--- config.mk ---
export PLATFORM = sky130hd
export DESIGN_NAME = vcf_sum
export DESIGN_NICKNAME = d
export VERILOG_FILES = /design/src/vcf_pkg.sv /design/src/vcf_sum.sv
export SDC_FILE = /design/constraint.sdc
export NUM_CORES = 1
export LEC_CHECK = 0
export ABC_AREA = 1
export BUFFER_PORTS_ARGS = -buffer_cell sky130_fd_sc_hd__buf_2
export CORE_UTILIZATION = 50
export CTS_CLUSTER_SIZE = 25
export DETAILED_ROUTE_END_ITERATION = 10
export PLACE_DENSITY = 0.82
export SLEW_MARGIN = 40
export SYNTH_ARGS = -nofsm -noshare
export SYNTH_HDL_FRONTEND = slang
export SYNTH_SLANG_ARGS = --single-unit
--- constraint.sdc ---
create_clock -name clk -period 6.1 [get_ports clk]
set_input_delay 0.305 -clock clk [delete_from_list [all_inputs] [get_ports clk]]
set_output_delay 0.305 -clock clk [all_outputs]
set_load 0.02 [all_outputs]
--- src/vcf_pkg.sv ---
// ----------------------------------------------------------------------------
// vcf_pkg
// Shared types and constants for the valid-mode 1D convolution filter.
// ----------------------------------------------------------------------------
package vcf_pkg;

  // Fixed field widths
  localparam int TAP_BITS       = 16;
  localparam int BIAS_BITS      = 32;
  localparam int OUT_BITS       = 32;
  localparam int TAP_COUNT_BITS = 3;
  localparam int NUM_TAP_REGS   = 6;
  localparam int CFG_INDEX_BITS = 3;
  localparam int CFG_DATA_BITS  = 32;

  // Register indexes (tap registers occupy 0 .. NUM_TAP_REGS-1)
  localparam logic [CFG_INDEX_BITS-1:0] REG_TAP_COUNT = 3'd6;
  localparam logic [CFG_INDEX_BITS-1:0] REG_BIAS      = 3'd7;

  // Per-cell control
  typedef struct packed {
    logic load;    // input transaction taken this cycle
    logic tap_on;  // this cell's age is inside the kernel length
  } cell_ctrl_t;

endpackage

--- src/vcf_sum.sv ---
// ----------------------------------------------------------------------------
// vcf_sum
// Two-stage adder tree over the cell products plus bias, with saturation to
// 32 bits and the output register of the result stream.
// ----------------------------------------------------------------------------
module vcf_sum #(
  parameter int SAMPLE_BITS = 16,
  parameter int MAX_TAPS    = 6
) (
  input  logic                                            clk,
  input  logic                                            rst,
  input  logic                                            prod_valid,
  output logic                                            prod_ready,
  input  logic signed [SAMPLE_BITS+vcf_pkg::TAP_BITS-1:0] products [MAX_TAPS],
  input  logic signed [vcf_pkg::BIAS_BITS-1:0]            bias,
  output logic                                            m_tvalid,
  input  logic                                            m_tready,
  output logic [vcf_pkg::OUT_BITS-1:0]                    m_tdata,  // conv_value
  output logic [0:0]                                      m_tuser   // saturated_flag
);

  localparam int PROD_W = SAMPLE_BITS + vcf_pkg::TAP_BITS;
  localparam int WIDE_W = (PROD_W > vcf_pkg::BIAS_BITS) ? PROD_W : vcf_pkg::BIAS_BITS;
  localparam int SUM_W  = WIDE_W + 4;
  localparam int NPAIR  = (MAX_TAPS + 1) / 2;

  localparam logic signed [SUM_W-1:0] SAT_HI = SUM_W'(2147483647);
  localparam logic signed [SUM_W-1:0] SAT_LO = -SAT_HI - SUM_W'(1);

  logic                     pair_valid;
  logic                     pair_ready;
  logic                     out_ready;
  logic signed [SUM_W-1:0]  pair_next [NPAIR];
  logic signed [SUM_W-1:0]  pair_sum  [NPAIR];
  logic signed [SUM_W-1:0]  bias_sum;
  logic signed [SUM_W-1:0]  total;

  // Stage handshake
  assign out_ready  = !m_tvalid || m_tready;
  assign pair_ready = !pair_valid || out_ready;
  assign prod_ready = pair_ready;

  // Add products in pairs
  for (genvar i = 0; i < NPAIR; i++) begin : g_pair
    if (2 * i + 1 < MAX_TAPS) begin : g_two
      assign pair_next[i] = SUM_W'(products[2*i]) + SUM_W'(products[2*i+1]);
    end else begin : g_one
      assign pair_next[i] = SUM_W'(products[2*i]);
    end
  end

  always_ff @(posedge clk) begin
    if (rst) begin
      pair_valid <= 1'b0;
    end else if (pair_ready) begin
      pair_valid <= prod_valid;
    end
  end

  always_ff @(posedge clk) begin
    if (pair_ready && prod_valid) begin
      pair_sum <= pair_next;
      bias_sum <= SUM_W'(bias);
    end
  end

  // Final sum of the pairs and the bias
  always_comb begin
    total = bias_sum;
    for (int i = 0; i < NPAIR; i++) begin
      total = total + pair_sum[i];
    end
  end

  // Clip and hold the result until taken
  always_ff @(posedge clk) begin
    if (rst) begin
      m_tvalid <= 1'b0;
    end else if (out_ready) begin
      m_tvalid <= pair_valid;
    end
  end

  always_ff @(posedge clk) begin
    if (out_ready && pair_valid) begin
      priority if (total > SAT_HI) begin
        m_tdata <= vcf_pkg::OUT_BITS'(SAT_HI);
        m_tuser <= 1'b1;
      end else if (total < SAT_LO) begin
        m_tdata <= vcf_pkg::OUT_BITS'(SAT_LO);
        m_tuser <= 1'b1;
      end else begin
        m_tdata <= vcf_pkg::OUT_BITS'(total);
        m_tuser <= 1'b0;
      end
    end
  end

endmodule

==> qor.csv, run 1 <==
metric;value;unit
clock latency on the worst-skew pair;450;ps
first-pass GRT wire length;64800;um
cell total after placement;2418;
Routed Antenna Nets;0;
worst path buffer plus inverter count;2;
P&R area growth vs syn;16.1;%
total number of vias;12877;
Synth Area per Inst;8.28;um^2
GRT Total Usage;28.0;%
DIE AREA;30100;um^2
starting density of the core;51.1;%
CTS tree;yes;
clk root buf;clkbuf_16;
peak supply drop;0.000303;V
clock-pin transition on the worst setup and hold timing paths;80;ps
kind of critical path;reg -> reg;
drt total wl;41500;um
crit path cell chain;inv_1, fa_1, fa_1, inv_1, ha_1, fa_1, nand3_1, nand2_2, nand2_1, nand2_2, nand3_1, nand2_1, nand2_1, nand2_1, nand2_1, nand2_1, nand3_1, nand2_2, nand2_1, nand2_1;
Synth Net Count;2204;
CTS resizes;0;
initial antenna violation count;2;
DRT iter0 DRCs;968;
FMAX;0.251;GHz
CP max FO;32;
Top delay family on crit path;adder cells;
cell count after synthesis;1775;
setup violators final;0;
most frequent cells in the layout;413 x nand2_1, 335 x inv_1, 262 x buf_2;
antenna cells;0;
Wirelength per Cell;16.9;um
total gr overflow;0;
most used cell, CP;nand2_1;
die width;173;um
relative slew slack;28.0;%
Fin Clk Skew;22.0;ps
die extent in y;173;um
final hold violations;0;
DRC viols;0;
worst slew pin tran;1070;ps
Max Cap Viol;0;
area fraction of the dominant cell type after synthesis;33.5;%
Setup crit start kind;flop;
min Tclk post-route;3990;ps
WHS;24.0;ps
Syn Std Cell Area;14700;um^2
CTS H-tree depth;4;
final instance area;17100;um^2
largest net degree at the start of global routing;73;
hold crit path type;in -> reg;
vias in the first global route;12811;
Post-Place Cell Area;16500;um^2
I/O Buffers;262;
cts bufs inserted;17;
Synth area leader;edfxtp_1;
slowest CP cell;fa_1;
status;completed;
CTS sink cnt;166;
top post-synthesis cells by area;edfxtp_1 33%, ha_1 11%, nand2_1 11%;
post-synth cell types;34;
#FFs+latches synth;166;
unrepaired setup endpoints after global routing;false;
pwr/cell area;425;nW/um^2
Design Power;0.00725;W
FP Rows;62;
most common cell after layout, fill and taps aside;nand2_1;
crit path DAT;4160;ps
Setup TNS;0;ps
routability cong.;1.01;
Max Slew Vio Count;0;
CTS max path bufs;2;
io pins;263;
Post-Layout Cell Count;2450;
slowest stage delay, CP;520;ps
NumNets Final;2482;
Synth Warn #;0;
Critical Path RT;6270;ps
CORE AREA;28800;um^2
First-pass DRT Iterations;5;
Leak Pwr;8.59;nW
Post-DP HPWL;35100;um
fraction of the cycle the final worst path needs;65.4;%
share of layout cells above drive strength 1;15.4;%
Via density;5.26;
CTS Hold Bufs;0;
Post-CTS Setup Bufs;0;
Seq/Total Area, Yosys;33.8;%
Critical Path End Type;flop;
[sequential cells by signal, summed over array words and instances (netlist names)]
signal,flops
bias_sum,32
m_tdata,32
m_tuser,1
m_tvalid,1
pair_sum,99
pair_valid,1
[cells in the mapped netlist, drive strengths merged]
cell type and instances:
xor2 76, nand3 79, a21o 19, nand2 422
nor3 23, inv 337, a221oi 5, xnor2 35
nand4 12, and2 4, dfxtp 2, o211ai 9
nor2 122, o21bai 23, nand3b 5, a31o 1
and3 2, a21boi 6, fa 70, a21oi 133
nor4 6, or2 3, buf 6, o21a 3
o21ai 54, a211oi 6, ha 131, edfxtp 164
a31oi 17
[layout make-up]
type | instances | area (um^2)
Timing Repair Buffer | 265 | 1340
Clock buffer | 17 | 425
Multi-Input combinational cell | 1266 | 8420
Inverter | 337 | 1270
Clock inverter | 15 | 163
Sequential cell | 166 | 4960
Fill cell | 2617 | 11700
Tap cell | 384 | 480
[per-layer routing]
metal | routed length [um] | part of all wire [%] | global-route usage (%) | vias to the layer above
met3 | 2410 | 5.8 | 3.05 | 84
met4 | 1420 | 3.4 | 11.0 | 2
met2 | 19900 | 48 | 48.5 | 489
li1 | - | - | - | 6367
met1 | 17700 | 43 | 35.9 | 5935
met5 | 18 | 0.043 | 0 | -
[stage by stage]
| stage | util, % | worst slack [ps] |
|---|---|---|
| floorplan | - | 2320 |
| global placement | 57.1 | 2250 |
| detailed placement | 57.2 | 2150 |
| CTS | 59.3 | 2110 |
| global route | 59.3 | 1850 |
| finish | 59.3 | 2110 |
[final timing paths]
| path | start | to | slack [ps] | cells after the start |
|---|---|---|---|---|
| setup / recovery | pair_sum[1] | m_tdata[12] | 2110 | 20 |
| hold / removal | bias[21] | bias_sum[21] | 20 | 1 |
| setup reg to reg | pair_sum[1] | m_tdata[12] | 2110 | 20 |
| hold reg to reg | pair_valid | pair_valid | 540 | 2 |
[report_power, final]
group	internal, W	switching, W
sequential	0.00170	0.0000651
clock	0.000580	0.000495
combinational	0.00151	0.00290
[cell families (layout without fill, tap and decap cells)]
kind of cell,after synthesis,count (layout),share of synthesized area [%]
AND/OR/NAND/NOR,678,678,19.1
buffers and inverters,343,634,9.06
AO/OA/AOI/OAI,276,276,10.8
adder cells (fa/ha/maj),201,201,20.7
flip-flops,166,166,33.8
XOR/XNOR,111,111,6.61
Note: power is estimated with default switching activity, not from simulation.
==> run 2, diff against run 1 <==
--- a/config.mk
+++ b/config.mk
@@ -10,7 +10,7 @@
 export CORE_UTILIZATION = 50
 export CTS_CLUSTER_SIZE = 25
 export DETAILED_ROUTE_END_ITERATION = 10
-export PLACE_DENSITY = 0.82
+export PLACE_DENSITY = 0.85
 export SLEW_MARGIN = 40
 export SYNTH_ARGS = -nofsm -noshare
 export SYNTH_HDL_FRONTEND = slang
==> constraint.sdc (replaced) <==
create_clock -name clk -period 3.55 [get_ports clk]
set_input_delay 0.1775 -clock clk [delete_from_list [all_inputs] [get_ports clk]]
set_output_delay 0.1775 -clock clk [all_outputs]
set_load 0.02 [all_outputs]
==> run 2 against run 1 <==
  * The run now ends with negative setup slack left
  * Critical path depth fell by 3
  * Hold slack better by 6.8 ps
  * Utilization rose by 3.9 points
  * Global-route usage increased by 2.2 points
  * Sequential share of layout area fell by 1.8 points
  * Sequential cell count stayed put
  * Critical endpoint is now m_tdata[5]
  * First-iteration DRC count grew 18%
  * Register-to-register slack lost 2100 ps
  * Via count increased by 5.4%
  * Fmax grew 12%
  * Combinational power increased by 120%
==> qor.csv, run 2 (synthesis results as in run 1) <==
metric;value;unit;change
I/O Buffers;262;;unchanged
unrepaired setup endpoints after global routing;true;;
cell total after placement;2433;;+0.62%
Post-DP HPWL;36000;um;+2.6%
Critical Path RT;3750;ps;-2520 ps
pwr/cell area;805;nW/um^2;+89%
most common cell after layout, fill and taps aside;nand2_1;;
R2R Path End;m_tdata[5];;
Sw Ratio;47.6;%;-0.17 points
Routed Antenna Nets;0;;unchanged
kind of critical path;reg -> reg;;
Wirelength per Cell;18.3;um;+8.0%
status;complete, but fails checks;;
Setup crit start kind;flop;;
CP max FO;32;;unchanged
largest net degree at the start of global routing;132;;+81%
total number of vias;13575;;+5.4%
crit path DAT;3750;ps;-410 ps
Post-Layout Cell Count;2508;;+2.4%
failing checks;negative setup slack;;
routability cong.;1.00;;-0.99%
NumNets Final;2540;;+2.3%
clk root buf;clkbuf_16;;
Register-to-Register Path Depth;17;;-15%
combinational power share;66.8;%;+5.9 points
clock-pin transition on the worst setup and hold timing paths;70;ps;about the same
CTS max path bufs;2;;unchanged
max FFs per register;99;;unchanged
First-pass DRT Iterations;6;;+1
CTS sink cnt;166;;unchanged
DIE AREA;30100;um^2;unchanged
first-pass GRT wire length;70100;um;+8.2%
Max Slew Vio Count;0;;unchanged
Max Cap Viol;0;;unchanged
Hold Path Depth;2;;+1
internal power;0.00767;W;+100%
starting density of the core;51.1;%;unchanged
share of layout cells above drive strength 1;20.7;%;+5.3 points
die extent in y;173;um;unchanged
Critical Path End Type;flop;;
Top Registers;pair_sum (99), bias_sum (32), m_tdata (32);;
sw power;0.00696;W;+100%
Via density;5.41;;+3.0%
clock power share;12.5;%;-2.3 points
antenna cells;0;;unchanged
Largest Register;pair_sum;;
Design Power;0.0146;W;+100%
WHS;30.8;ps;+6.81 ps
cts bufs inserted;17;;unchanged
final hold violations;0;;unchanged
setup violators final;6;;+6
CTS H-tree depth;4;;unchanged
FMAX;0.281;GHz;+12%
CTS tree;yes;;
Seq pwr share;20.8;%;-3.5 points
initial antenna violation count;0;;-2
relative slew slack;39.5;%;+12 points
die width;173;um;unchanged
FP Rows;62;;unchanged
drt total wl;45800;um;+11%
hold crit path type;in -> reg;;
min Tclk post-route;3560;ps;-431 ps
clock latency on the worst-skew pair;450;ps;about the same
fraction of the cycle the final worst path needs;100;%;+35 points
P&R area growth vs syn;23.6;%;
Reg-to-Reg Start;pair_sum[103];;
vias in the first global route;13518;;+5.5%
Fin Clk Skew;17.2;ps;-4.86 ps
total gr overflow;0;;unchanged
DRT iter0 DRCs;1147;;+18%
PnR worst setup slack;-6.59;ps;-2120 ps
Worst Hold Endpoint;pair_sum[72];;
io pins;263;;unchanged
DRC viols;0;;unchanged
worst slew pin tran;899;ps;-171 ps
Leak Pwr;8.90;nW;+3.6%
pre-CTS worst setup slack;-44.7;ps;-2200 ps
most frequent cells in the layout;388 x nand2_1, 326 x inv_1, 262 x buf_2;;
hold_sp;products[160];;
r2r setup slk;-7;ps;-2120 ps
peak supply drop;0.000887;V;+190%
CORE AREA;28800;um^2;unchanged
GRT Total Usage;30.3;%;+2.2 points
run 2: changes by cell type in the layout (fill, tap and decap cells not counted), sizes merged:
cell         before  now
buf             265  290
bufinv            1    0
clkinv            3    6
clkinvlp          3    1
dlygate4sd3       0   33
run 2: timing repair:
item,in CTS,in global routing
setup buffers,4,6
setup endpoints to repair,32,32
cloned,2,0
endpoints found under the hold margin,34,0
hold buffers,33,0
pin swaps,11,34
gates resized for setup,44,72
run 2: per-stage QoR:
stage	TNS [ps]	area [um^2]	util (%)
final	-17.9	18200	63.2
after floorplan	0	14700	-
after global placement	0	16600	57.7
after global routing	-6680	18200	63.2
after CTS	0	17900	62.2
after detailed placement	-899	16600	57.8
run 2: how the worst max path moves through the flow:
stage,startpoint,endpoint,slack (ps),depth (start not counted)
finish,pair_sum[103],m_tdata[5],-7,17
global route,pair_sum[15],m_tdata[13],-220,20
CTS,pair_sum[82],m_tdata[1],1,20
detailed placement,pair_sum[37],m_tdata[20],-40,21
global placement,pair_sum[34],m_tdata[12],40,16
floorplan,pair_sum[37],m_tdata[10],170,21
run 2: routing by layer:
layer	share of wire [%]	vias to the layer above	track usage, %
met5	0	-	0
met4	3.5	0	11.9
met3	5.9	112	2.32
met2	50	606	54.3
met1	40	6368	37.8
li1	-	6489	-
run 2: power by group through the flow:
stage	Combinational, W	Clock [W]	Sequential (W)
detailed placement	0.00782	0	0.00307
global placement	0.00760	0	0.00306
floorplan	0.00548	0	0.00332
finish	0.00977	0.00183	0.00304
global route	0.0107	0.00190	0.00307
CTS	0.00889	0.00182	0.00304
run 2: cell type report:
cell class	count	area [um^2]
clock buffers	17	425
clock inverters	15	154
fillers	2369	10600
inverters	337	1270
multi-input cells	1266	8950
flip-flops and latches	166	4960
well taps	384	480
repair buffers	323	1940
run 2: worst max-delay path, stage by stage (launching register included):
cell      delay, ps
edfxtp_1        380
inv_1           100
fa_1            460
fa_1            520
inv_1            40
ha_2            380
nand2_1         140
nor3_2          210
nand2_1         150
nor2_2          130
nand3_1         120
nand4_1         110
nand2_1         110
inv_2            90
nand2_2          60
buf_12          170
nand2_2         100
nand2_4          50
