File: src/vcf_pkg.sv
// ----------------------------------------------------------------------------
// vcf_pkg
// Shared types and constants for the valid-mode 1D convolution filter.
// ----------------------------------------------------------------------------
package vcf_pkg;

  // Fixed field widths
  localparam int TAP_BITS       = 16;
  localparam int BIAS_BITS      = 32;
  localparam int OUT_BITS       = 32;
  localparam int TAP_COUNT_BITS = 3;
  localparam int NUM_TAP_REGS   = 6;
  localparam int CFG_INDEX_BITS = 3;
  localparam int CFG_DATA_BITS  = 32;

  // Register indexes (tap registers occupy 0 .. NUM_TAP_REGS-1)
  localparam logic [CFG_INDEX_BITS-1:0] REG_TAP_COUNT = 3'd6;
  localparam logic [CFG_INDEX_BITS-1:0] REG_BIAS      = 3'd7;

  // Per-cell control
  typedef struct packed {
    logic load;    // input transaction taken this cycle
    logic tap_on;  // this cell's age is inside the kernel length
  } cell_ctrl_t;

endpackage

File: src/vcf_cell.sv
// ----------------------------------------------------------------------------
// vcf_cell
// One window cell: unless last, holds one delayed sample, passes it to the
// next cell; registers the product of incoming sample and tap weight.
// ----------------------------------------------------------------------------
module vcf_cell #(
  parameter int SAMPLE_BITS = 16,
  parameter bit LAST        = 1'b0
) (
  input  logic                                          clk,
  input  vcf_pkg::cell_ctrl_t                           ctrl,
  input  logic signed [SAMPLE_BITS-1:0]                 sample_in,
  input  logic signed [vcf_pkg::TAP_BITS-1:0]           weight,
  output logic signed [SAMPLE_BITS-1:0]                 sample_out,
  output logic signed [SAMPLE_BITS+vcf_pkg::TAP_BITS-1:0] product
);

  localparam int PROD_W = SAMPLE_BITS + vcf_pkg::TAP_BITS;

  logic signed [PROD_W-1:0] product_next;

  // Weight the incoming sample, zero when the tap is out of use
  always_comb begin
    if (ctrl.tap_on) begin
      product_next = PROD_W'(sample_in) * PROD_W'(weight);
    end else begin
      product_next = '0;
    end
  end

  // Capture the product with each transaction
  always_ff @(posedge clk) begin
    if (ctrl.load) begin
      product <= product_next;
    end
  end

  // Shift the sample on to the neighbor; the oldest cell keeps nothing
  if (LAST) begin : g_last
    assign sample_out = '0;
  end else begin : g_keep
    always_ff @(posedge clk) begin
      if (ctrl.load) begin
        sample_out <= sample_in;
      end
    end
  end

endmodule

File: config.mk
export PLATFORM = sky130hd
export DESIGN_NAME = vcf_cell
export DESIGN_NICKNAME = d
export VERILOG_FILES = /design/src/vcf_pkg.sv /design/src/vcf_cell.sv
export SDC_FILE = /design/constraint.sdc
export NUM_CORES = 1
export LEC_CHECK = 0
export ABC_AREA = 1
export ABC_CLOCK_PERIOD_IN_PS = 7200
export BUFFER_PORTS_ARGS = -buffer_cell sky130_fd_sc_hd__buf_2
export CORE_MARGIN = 4
export CORE_UTILIZATION = 64
export DETAILED_ROUTE_END_ITERATION = 6
export PLACE_DENSITY = 0.95
export RECOVER_POWER = 100
export SLEW_MARGIN = 20
export SYNTH_ARGS = -nofsm -noshare
export SYNTH_HDL_FRONTEND = slang
export SYNTH_SLANG_ARGS = --single-unit
File: constraint.sdc
create_clock -name clk -period 7.2 [get_ports clk]
set_clock_uncertainty 0.05 [all_clocks]
set_input_delay 1.08 -clock clk [delete_from_list [all_inputs] [get_ports clk]]
set_output_delay 1.08 -clock clk [all_outputs]
set_load 0.05 [all_outputs]
==> results_dict.tcl, run 1 <==
set metrics [dict create \
    worstMarginPinSlew_ns 2.93 \
    fp.dieW_um 147 \
    critical_path_class "input pin to flip-flop" \
    synth-adder-area-share 0.508 \
    nFillCells 1421 \
    clock_sinks 48 \
    cp.arrival_ns 6.85 \
    setup_viol 0 \
    num_rows 50 \
    crit_end "product[22]" \
    fin_crit_ns 6.84 \
    grt_util_all_layers 0.313 \
    htree_levels 2 \
    setup_tns_ns 0 \
    drive_gt1_frac 0.0207 \
    maxSlewViolCount 49 \
    slew_headroom -0.954 \
    synthXorXnorAreaFrac 0.00213 \
    ys_types 26 \
    hold_viol_final 0 \
    postCtsSetupBuffers 0 \
    synthesis.nets 1945 \
    dieHeight_um 147 \
    violations "capacitance limit, slew limit" \
    holdWs_ns 1.17 \
    cts_resized 0 \
    cp.required_ns 7.21 \
    grt_max_degree 49 \
    dp_hpwl_mm 26.3 \
    synth-simple-area-share 0.180 \
    drt_iter0_drc 812 \
    crit_fanout 17 \
    final_util 0.687 \
    routedWlPerCell_um 17.1 \
    max_freq_ghz 0.146 \
    drt_first_pass_iters 5 \
    hold_buffers 0 \
    cts_tree "yes" \
    rsz0062_at_grt "no" \
    layout_commonest_cell "inv_1" \
    end_kind "flip-flop" \
    mappedNetlistArea_mm2 0.0123 \
    area_growth_pct 4.77 \
    grt_pass1_vias 11285 \
    syn_avg_cell_area_um2 7.89 \
    grt.overflow.total 0 \
    gp_congestion 0.968 \
    synth_top_family_by_area "adder cells" \
    hold_class "input pin to flip-flop" \
    nets 1974 \
    clock_path_buffers 2 \
    ant_nets 0 \
    synth.area.mux_share 0 \
    start_util 0.656 \
    place_ws_ns 0.341 \
    synth_compound_area_frac 0.0265 \
    clk_pin_slew_ns 0.08 \
    antenna_found_initial 0 \
    final_cell_mix "inv_1, nand2_1, fa_1" \
    cap_violations 1 \
    status "finished, violations left" \
    cts-root-buf "clkbuf_16" \
    post-route-worst-setup-slack_ns 0.362 \
    antennaDiodeCount 0 \
    drc 0 \
    synth-seq-area-share 0.117 \
    wl_mm 31.8 \
    startpoint "sample_in[6]" \
    grt_pass1_wl_mm 53.6 \
    viasPerCell 5.46 \
    syn-instance-count 1566 \
    ioPinCount 83 \
    cts-buffers-inserted 5 \
    numPortBuffers 82 \
    die_area_mm2 0.0216 \
    fin_crit_sh 0.950 \
    ys_ff_latch 48 \
    yosys_warnings 0 \
    critPathLaunchType "input pin" \
    core_mm2 0.0188 \
    vias 10129 \
]
## layout make-up
cell class                      count  area (µm²)  share of cell area
Clock inverter                      3        42.5             0.00329
Clock buffer                        5         125             0.00967
Sequential cell                    48        1440               0.111
Inverter                          484        1820               0.140
Timing Repair Buffer               84         343              0.0265
Tap cell                          260         325              0.0251
Multi-Input combinational cell    972        8840               0.684
## cell usage after synthesis
| master | n | share of area |
|---|---|---|
| fa_1 | 262 | 0.42 |
| nand3b_1 | 3 | 0.0018 |
| nand2_2 | 1 | 0.00051 |
| inv_1 | 484 | 0.15 |
| ha_1 | 82 | 0.083 |
| a21oi_1 | 33 | 0.013 |
| buf_1 | 1 | 0.00030 |
| nand2_1 | 432 | 0.13 |
| nor2_1 | 78 | 0.024 |
| o21a_1 | 5 | 0.0030 |
| clkbuf_1 | 59 | 0.018 |
| nand4_1 | 8 | 0.0041 |
| xnor2_1 | 2 | 0.0014 |
| or2_2 | 3 | 0.0015 |
| nand3_1 | 26 | 0.011 |
| and2_1 | 5 | 0.0025 |
| o21ai_0 | 13 | 0.0053 |
| edfxtp_1 | 48 | 0.12 |
| a21oi_2 | 1 | 0.00071 |
| nor2_2 | 4 | 0.0020 |
| nor3_1 | 6 | 0.0024 |
| buf_2 | 1 | 0.00040 |
| a31oi_1 | 1 | 0.00051 |
| buf_4 | 1 | 0.00061 |
| o21bai_1 | 6 | 0.0036 |
| xor2_1 | 1 | 0.00071 |
## critical path: stages
cell,delay [ns]
clkbuf_1,0.78
nand2_1,0.19
fa_1,0.55
inv_1,0.06
fa_1,0.51
inv_1,0.06
fa_1,0.53
inv_1,0.05
fa_1,0.45
fa_1,0.49
inv_1,0.05
fa_1,0.53
inv_1,0.06
ha_1,0.36
nand2_1,0.12
nor2_1,0.14
inv_1,0.10
nor2_1,0.19
nand4_1,0.19
nand3b_1,0.16
nand2_1,0.07
nand2_1,0.06
nor2_1,0.04
## flip-flops by register name, indices dropped and copies added (netlist names)
signal,cells
sample_out,16
product,32
## routing by layer
layer	global-route usage	vias up	share of wire
li1	-	4465	-
met2	0.552	672	0.51
met1	0.371	4813	0.33
met4	0.171	0	0.063
met5	0	-	0
met3	0.0432	179	0.096
## worst min-delay path by stage
stage,start,endpoint,slack (ns),depth (start not counted)
after global routing,sample_in[15],sample_out[15],1.16,1
after CTS,sample_in[15],sample_out[15],1.14,1
after floorplan,sample_in[0],sample_out[0],1.13,0
after global placement,sample_in[15],sample_out[15],1.44,1
final,sample_in[15],sample_out[15],1.17,1
after detailed placement,sample_in[15],sample_out[15],1.48,1
## metrics by stage
step / area, µm² / std cells
3_3_place_gp: 12900 / 1848
2_1_floorplan: 12300 / 1566
6_report: 12900 / 1856
3_5_place_dp: 12900 / 1848
5_1_grt: 12900 / 1856
4_1_cts: 13000 / 1856
## cells by family after synthesis
group / count (synthesis)
DFF: 48
AOI/OAI and AO/OA: 59
adders and majority gates: 344
buffers and inverters: 546
and+or+nand+nor: 566
xor gates and xnor gates: 3
Power of run 1 is left out: the tool's default activity adds up to more than one toggle a clock period on the data nets, which glitch-free logic cannot reach.
==> run 2: changes to the inputs <==
--- a/config.mk
+++ b/config.mk
@@ -8,9 +8,11 @@
 export ABC_AREA = 1
 export ABC_CLOCK_PERIOD_IN_PS = 7200
 export BUFFER_PORTS_ARGS = -buffer_cell sky130_fd_sc_hd__buf_2
+export CAP_MARGIN = 10
 export CORE_MARGIN = 4
 export CORE_UTILIZATION = 64
 export DETAILED_ROUTE_END_ITERATION = 6
+export GPL_TIMING_DRIVEN = 0
 export PLACE_DENSITY = 0.95
 export RECOVER_POWER = 100
 export SLEW_MARGIN = 20
==> results_dict.tcl, run 2 (synthesized netlist as in run 1, its figures left out) <==
set metrics [dict create \
    status "finished, violations left" \
    violations "capacitance limit, slew limit" \
    nFillCells 1362 \
    worstMarginPinSlew_ns 2.95 \
    layout_commonest_cell "inv_1" \
    hold_class "input pin to flip-flop" \
    critPathLaunchType "input pin" \
    setup_viol 0 \
    drive_gt1_frac 0.0238 \
    htree_levels 2 \
    fin_crit_sh 0.978 \
    hold_viol_final 0 \
    fin_crit_ns 7.04 \
    die_area_mm2 0.0216 \
    maxSlewViolCount 49 \
    grt_max_degree 49 \
    path_buf_inv 8 \
    cts_resized 0 \
    dp_hpwl_mm 28.1 \
    rsz0062_at_grt "no" \
    cts-buffers-inserted 5 \
    start_util 0.656 \
    gp_congestion 1.00 \
    clk_pin_slew_ns 0.07 \
    numPortBuffers 66 \
    cp.arrival_ns 7.06 \
    clock_sinks 48 \
    crit_fanout 10 \
    num_rows 50 \
    drc 0 \
    dieHeight_um 147 \
    fp.dieW_um 147 \
    largest_register "product" \
    area_growth_pct 6.38 \
    grt_pass1_vias 11722 \
    cap_violations 1 \
    antennaDiodeCount 0 \
    critical_path_class "input pin to flip-flop" \
    clock_path_buffers 2 \
    critPathMostFrequentCell "nand2_1" \
    final_cell_mix "inv_1, nand2_1, fa_1" \
    wl_mm 35.0 \
    grt.overflow.total 0 \
    nets 2018 \
    drt_iter0_drc 1270 \
    cts-root-buf "clkbuf_16" \
    grt_util_all_layers 0.338 \
    largestRegisters "product (32), sample_out (16)" \
    slew_headroom -0.969 \
    viasPerCell 5.66 \
    ioPinCount 83 \
    path_delay_family "adder cells" \
    vias 10763 \
    cts_tree "yes" \
    largest_reg_flops 32 \
    crit_path_max_incr_delay_ns 0.56 \
    core_mm2 0.0188 \
    drt_first_pass_iters 6 \
    max_freq_ghz 0.142 \
    antenna_found_initial 1 \
    postCtsSetupBuffers 0 \
    cp.required_ns 7.22 \
    ant_nets 0 \
    hold_buffers 0 \
    final_util 0.698 \
    routedWlPerCell_um 18.4 \
    crit_path_top_delay_cell "fa_1" \
    grt_pass1_wl_mm 57.1 \
    end_kind "flip-flop" \
]
==> run 2: cell types whose count changed in the layout (fill, tap and decap cells not counted), sizes merged <==
cell | previous run | this run
buf | 20 | 11
bufinv | 1 | 2
clkbuf | 69 | 122
clkinv | 2 | 0
inv | 484 | 485
==> run 2: layer usage <==
metal	vias to the layer above	wire [µm]	GRT usage	share of wire
li1	4564	-	-	-
met1	5120	11200	0.401	0.32
met2	842	17000	0.573	0.49
met3	237	4090	0.0638	0.12
met4	0	2700	0.205	0.077
met5	-	0	0	0
==> run 2: layout make-up <==
type                    count  area, µm²  share of cell area
multi-input cells         972       8850               0.673
flip-flops and latches     48       1440               0.110
clock buffers               5        125             0.00952
well taps                 260        325              0.0248
inverters                 484       1820               0.138
plain buffers              62        255              0.0194
repair buffers             66        258              0.0196
clock inverters             3       68.8             0.00524
==> run 2: stage by stage <==
stage / area, µm² / std cells / setup slack [ns] / setup TNS, ns / hold WS [ns]
after floorplan: 12300 / 1566 / 0.847 / 0 / 1.13
after global placement: 13000 / 1892 / -0.00128 / -0.00128 / 1.22
after detailed placement: 13000 / 1892 / -0.148 / -0.621 / 1.22
after CTS: 13200 / 1900 / 0.0763 / 0 / 0.908
after global routing: 13100 / 1900 / 0.0177 / 0 / 0.907
final: 13100 / 1900 / 0.158 / 0 / 0.908
==> run 2: path summary, 6_finish.rpt <==
check | cells past startpoint | start | end | slack (ns)
worst min-delay path | 1 | sample_in[7] | sample_out[7] | 0.91
worst max-delay path | 25 | sample_in[7] | product[31] | 0.16
Power of run 2 is left out for the same reason.
==> run 3: changes to the inputs <==
--- a/config.mk
+++ b/config.mk
@@ -7,14 +7,15 @@
 export LEC_CHECK = 0
 export ABC_AREA = 1
 export ABC_CLOCK_PERIOD_IN_PS = 7200
-export BUFFER_PORTS_ARGS = -buffer_cell sky130_fd_sc_hd__buf_2
 export CAP_MARGIN = 10
 export CORE_MARGIN = 4
-export CORE_UTILIZATION = 64
+export CORE_UTILIZATION = 65
 export DETAILED_ROUTE_END_ITERATION = 6
+export DONT_BUFFER_PORTS = 1
 export GPL_TIMING_DRIVEN = 0
-export PLACE_DENSITY = 0.95
+export PLACE_DENSITY = 0.92
 export RECOVER_POWER = 100
+export SKIP_CTS_REPAIR_TIMING = 1
 export SLEW_MARGIN = 20
 export SYNTH_ARGS = -nofsm -noshare
 export SYNTH_HDL_FRONTEND = slang
==> results_dict.tcl, run 3 (synthesized netlist as in run 1, its figures left out) <==
set metrics [dict create \
    num_rows 50 \
    vias 10038 \
    viasPerCell 5.55 \
    crit_path_top_delay_cell "clkbuf_1" \
    fin_crit_sh 0.974 \
    busiest_layer "met2" \
    ioPinCount 83 \
    cts_tree "yes" \
    final_cell_mix "inv_1, nand2_1, fa_1" \
    max_freq_ghz 0.143 \
    status "finished, final reports clean" \
    fin_crit_ns 7.01 \
    critPathLaunchType "input pin" \
    crit_fanout 10 \
    cts-root-buf "clkbuf_16" \
    grt.overflow.total 0 \
    setup_tns_ns 0 \
    largestRegisters "product (32), sample_out (16)" \
    use_met2 0.528 \
    setup_viol 0 \
    cap_violations 0 \
    crit_path_max_incr_delay_ns 0.63 \
    critPathMostFrequentCell "inv_1" \
    cp.arrival_ns 7.04 \
    maxSlewViolCount 0 \
    grt_pass1_wl_mm 52.9 \
    hold_start "sample_in[10]" \
    final_util 0.685 \
    cts-buffers-inserted 5 \
    core_mm2 0.0187 \
    slew_headroom 0.502 \
    die_area_mm2 0.0213 \
    gp_congestion 0.999 \
    largest_register "product" \
    end_kind "flip-flop" \
    clock_sinks 48 \
    gr-usage-met1 0.379 \
    grt_max_degree 49 \
    routedWlPerCell_um 17.7 \
    finalNonFillerCells 1808 \
    clk_pin_slew_ns 0.08 \
    worstMarginPinSlew_ns 0.747 \
    layout_commonest_cell "inv_1" \
    drc 0 \
    holdPathStages 0 \
    grt_util_all_layers 0.318 \
    drt_iter0_drc 1055 \
    htree_levels 2 \
    cp.required_ns 7.23 \
    largest_reg_flops 32 \
    antenna_found_initial 0 \
    rsz0062_at_grt "yes" \
    area_growth_pct 3.74 \
    hold_viol_final 0 \
    drive_gt1_frac 0.0133 \
    dp_hpwl_mm 26.9 \
    whs_endpoint "sample_out[10]" \
    drt_first_pass_iters 7 \
    antennaDiodeCount 0 \
    hold_class "input pin to flip-flop" \
    start_util 0.660 \
    clock_path_buffers 2 \
    fp.dieW_um 146 \
    nets 1952 \
    placed_cells 1800 \
    met3_usage 0.0794 \
    dieHeight_um 146 \
    numPortBuffers 0 \
    critical_path_class "input pin to flip-flop" \
    wl_mm 32.0 \
    grt_pass1_vias 10902 \
    path_cells "clkbuf_1 -> clkbuf_1 -> nand2_1 -> fa_1 -> inv_1 -> fa_1 -> inv_1 -> fa_1 -> inv_1 -> fa_1 -> fa_1 -> inv_1 -> fa_1 -> inv_1 -> ha_1 -> nand2_1 -> nor2_1 -> inv_1 -> nor3_1 -> nand3_1 -> nand3_1 -> nand2_1 -> inv_1 -> nor2_1" \
    ant_nets 0 \
]
==> run 3: layer usage <==
| layer | up-vias | share of wire |
|---|---|---|
| li1 | 4430 | - |
| met1 | 4813 | 0.33 |
| met2 | 643 | 0.48 |
| met3 | 152 | 0.12 |
| met4 | 0 | 0.065 |
| met5 | - | 0 |
==> run 3: area by class of cell <==
type,instances,area [µm²]
clock inverter,3,42.5
buffer,62,244
sequential,48,1440
multi-input combinational,972,8850
tap,234,293
clock buffer,5,125
fill,1409,5890
inverter,484,1820
==> run 3: worst max-delay path by stage <==
| stage | from | to | slack [ns] | cells past startpoint |
|---|---|---|---|---|
| finish | sample_in[5] | product[26] | 0.19 | 24 |
| detailed placement | sample_in[6] | product[26] | -0.08 | 24 |
| global route | weight[6] | product[29] | -0.03 | 23 |
| CTS | sample_in[6] | product[26] | 0.22 | 24 |
| floorplan | weight[5] | product[29] | 0.85 | 21 |
| global placement | weight[7] | product[26] | -0.02 | 24 |
==> run 3: worst max-delay path: cells and delay by family <==
kind,cells,cell delay (ns)
adders and majority gates,7,3.42
buffers and inverters,9,1.44
and+or+nand+nor,8,1.09
==> run 3: stage by stage <==
| stage | instance area (µm²) | hold slack [ns] | setup slack [ns] |
|---|---|---|---|
| 6_report | 12800 | 0.804 | 0.187 |
| 5_1_grt | 12800 | 0.804 | -0.0295 |
| 4_1_cts | 12800 | 0.807 | 0.222 |
| 3_5_place_dp | 12600 | 1.13 | -0.0805 |
| 3_3_place_gp | 12600 | 1.13 | -0.0209 |
| 2_1_floorplan | 12300 | 1.13 | 0.847 |
Power of run 3 is left out for the same reason.
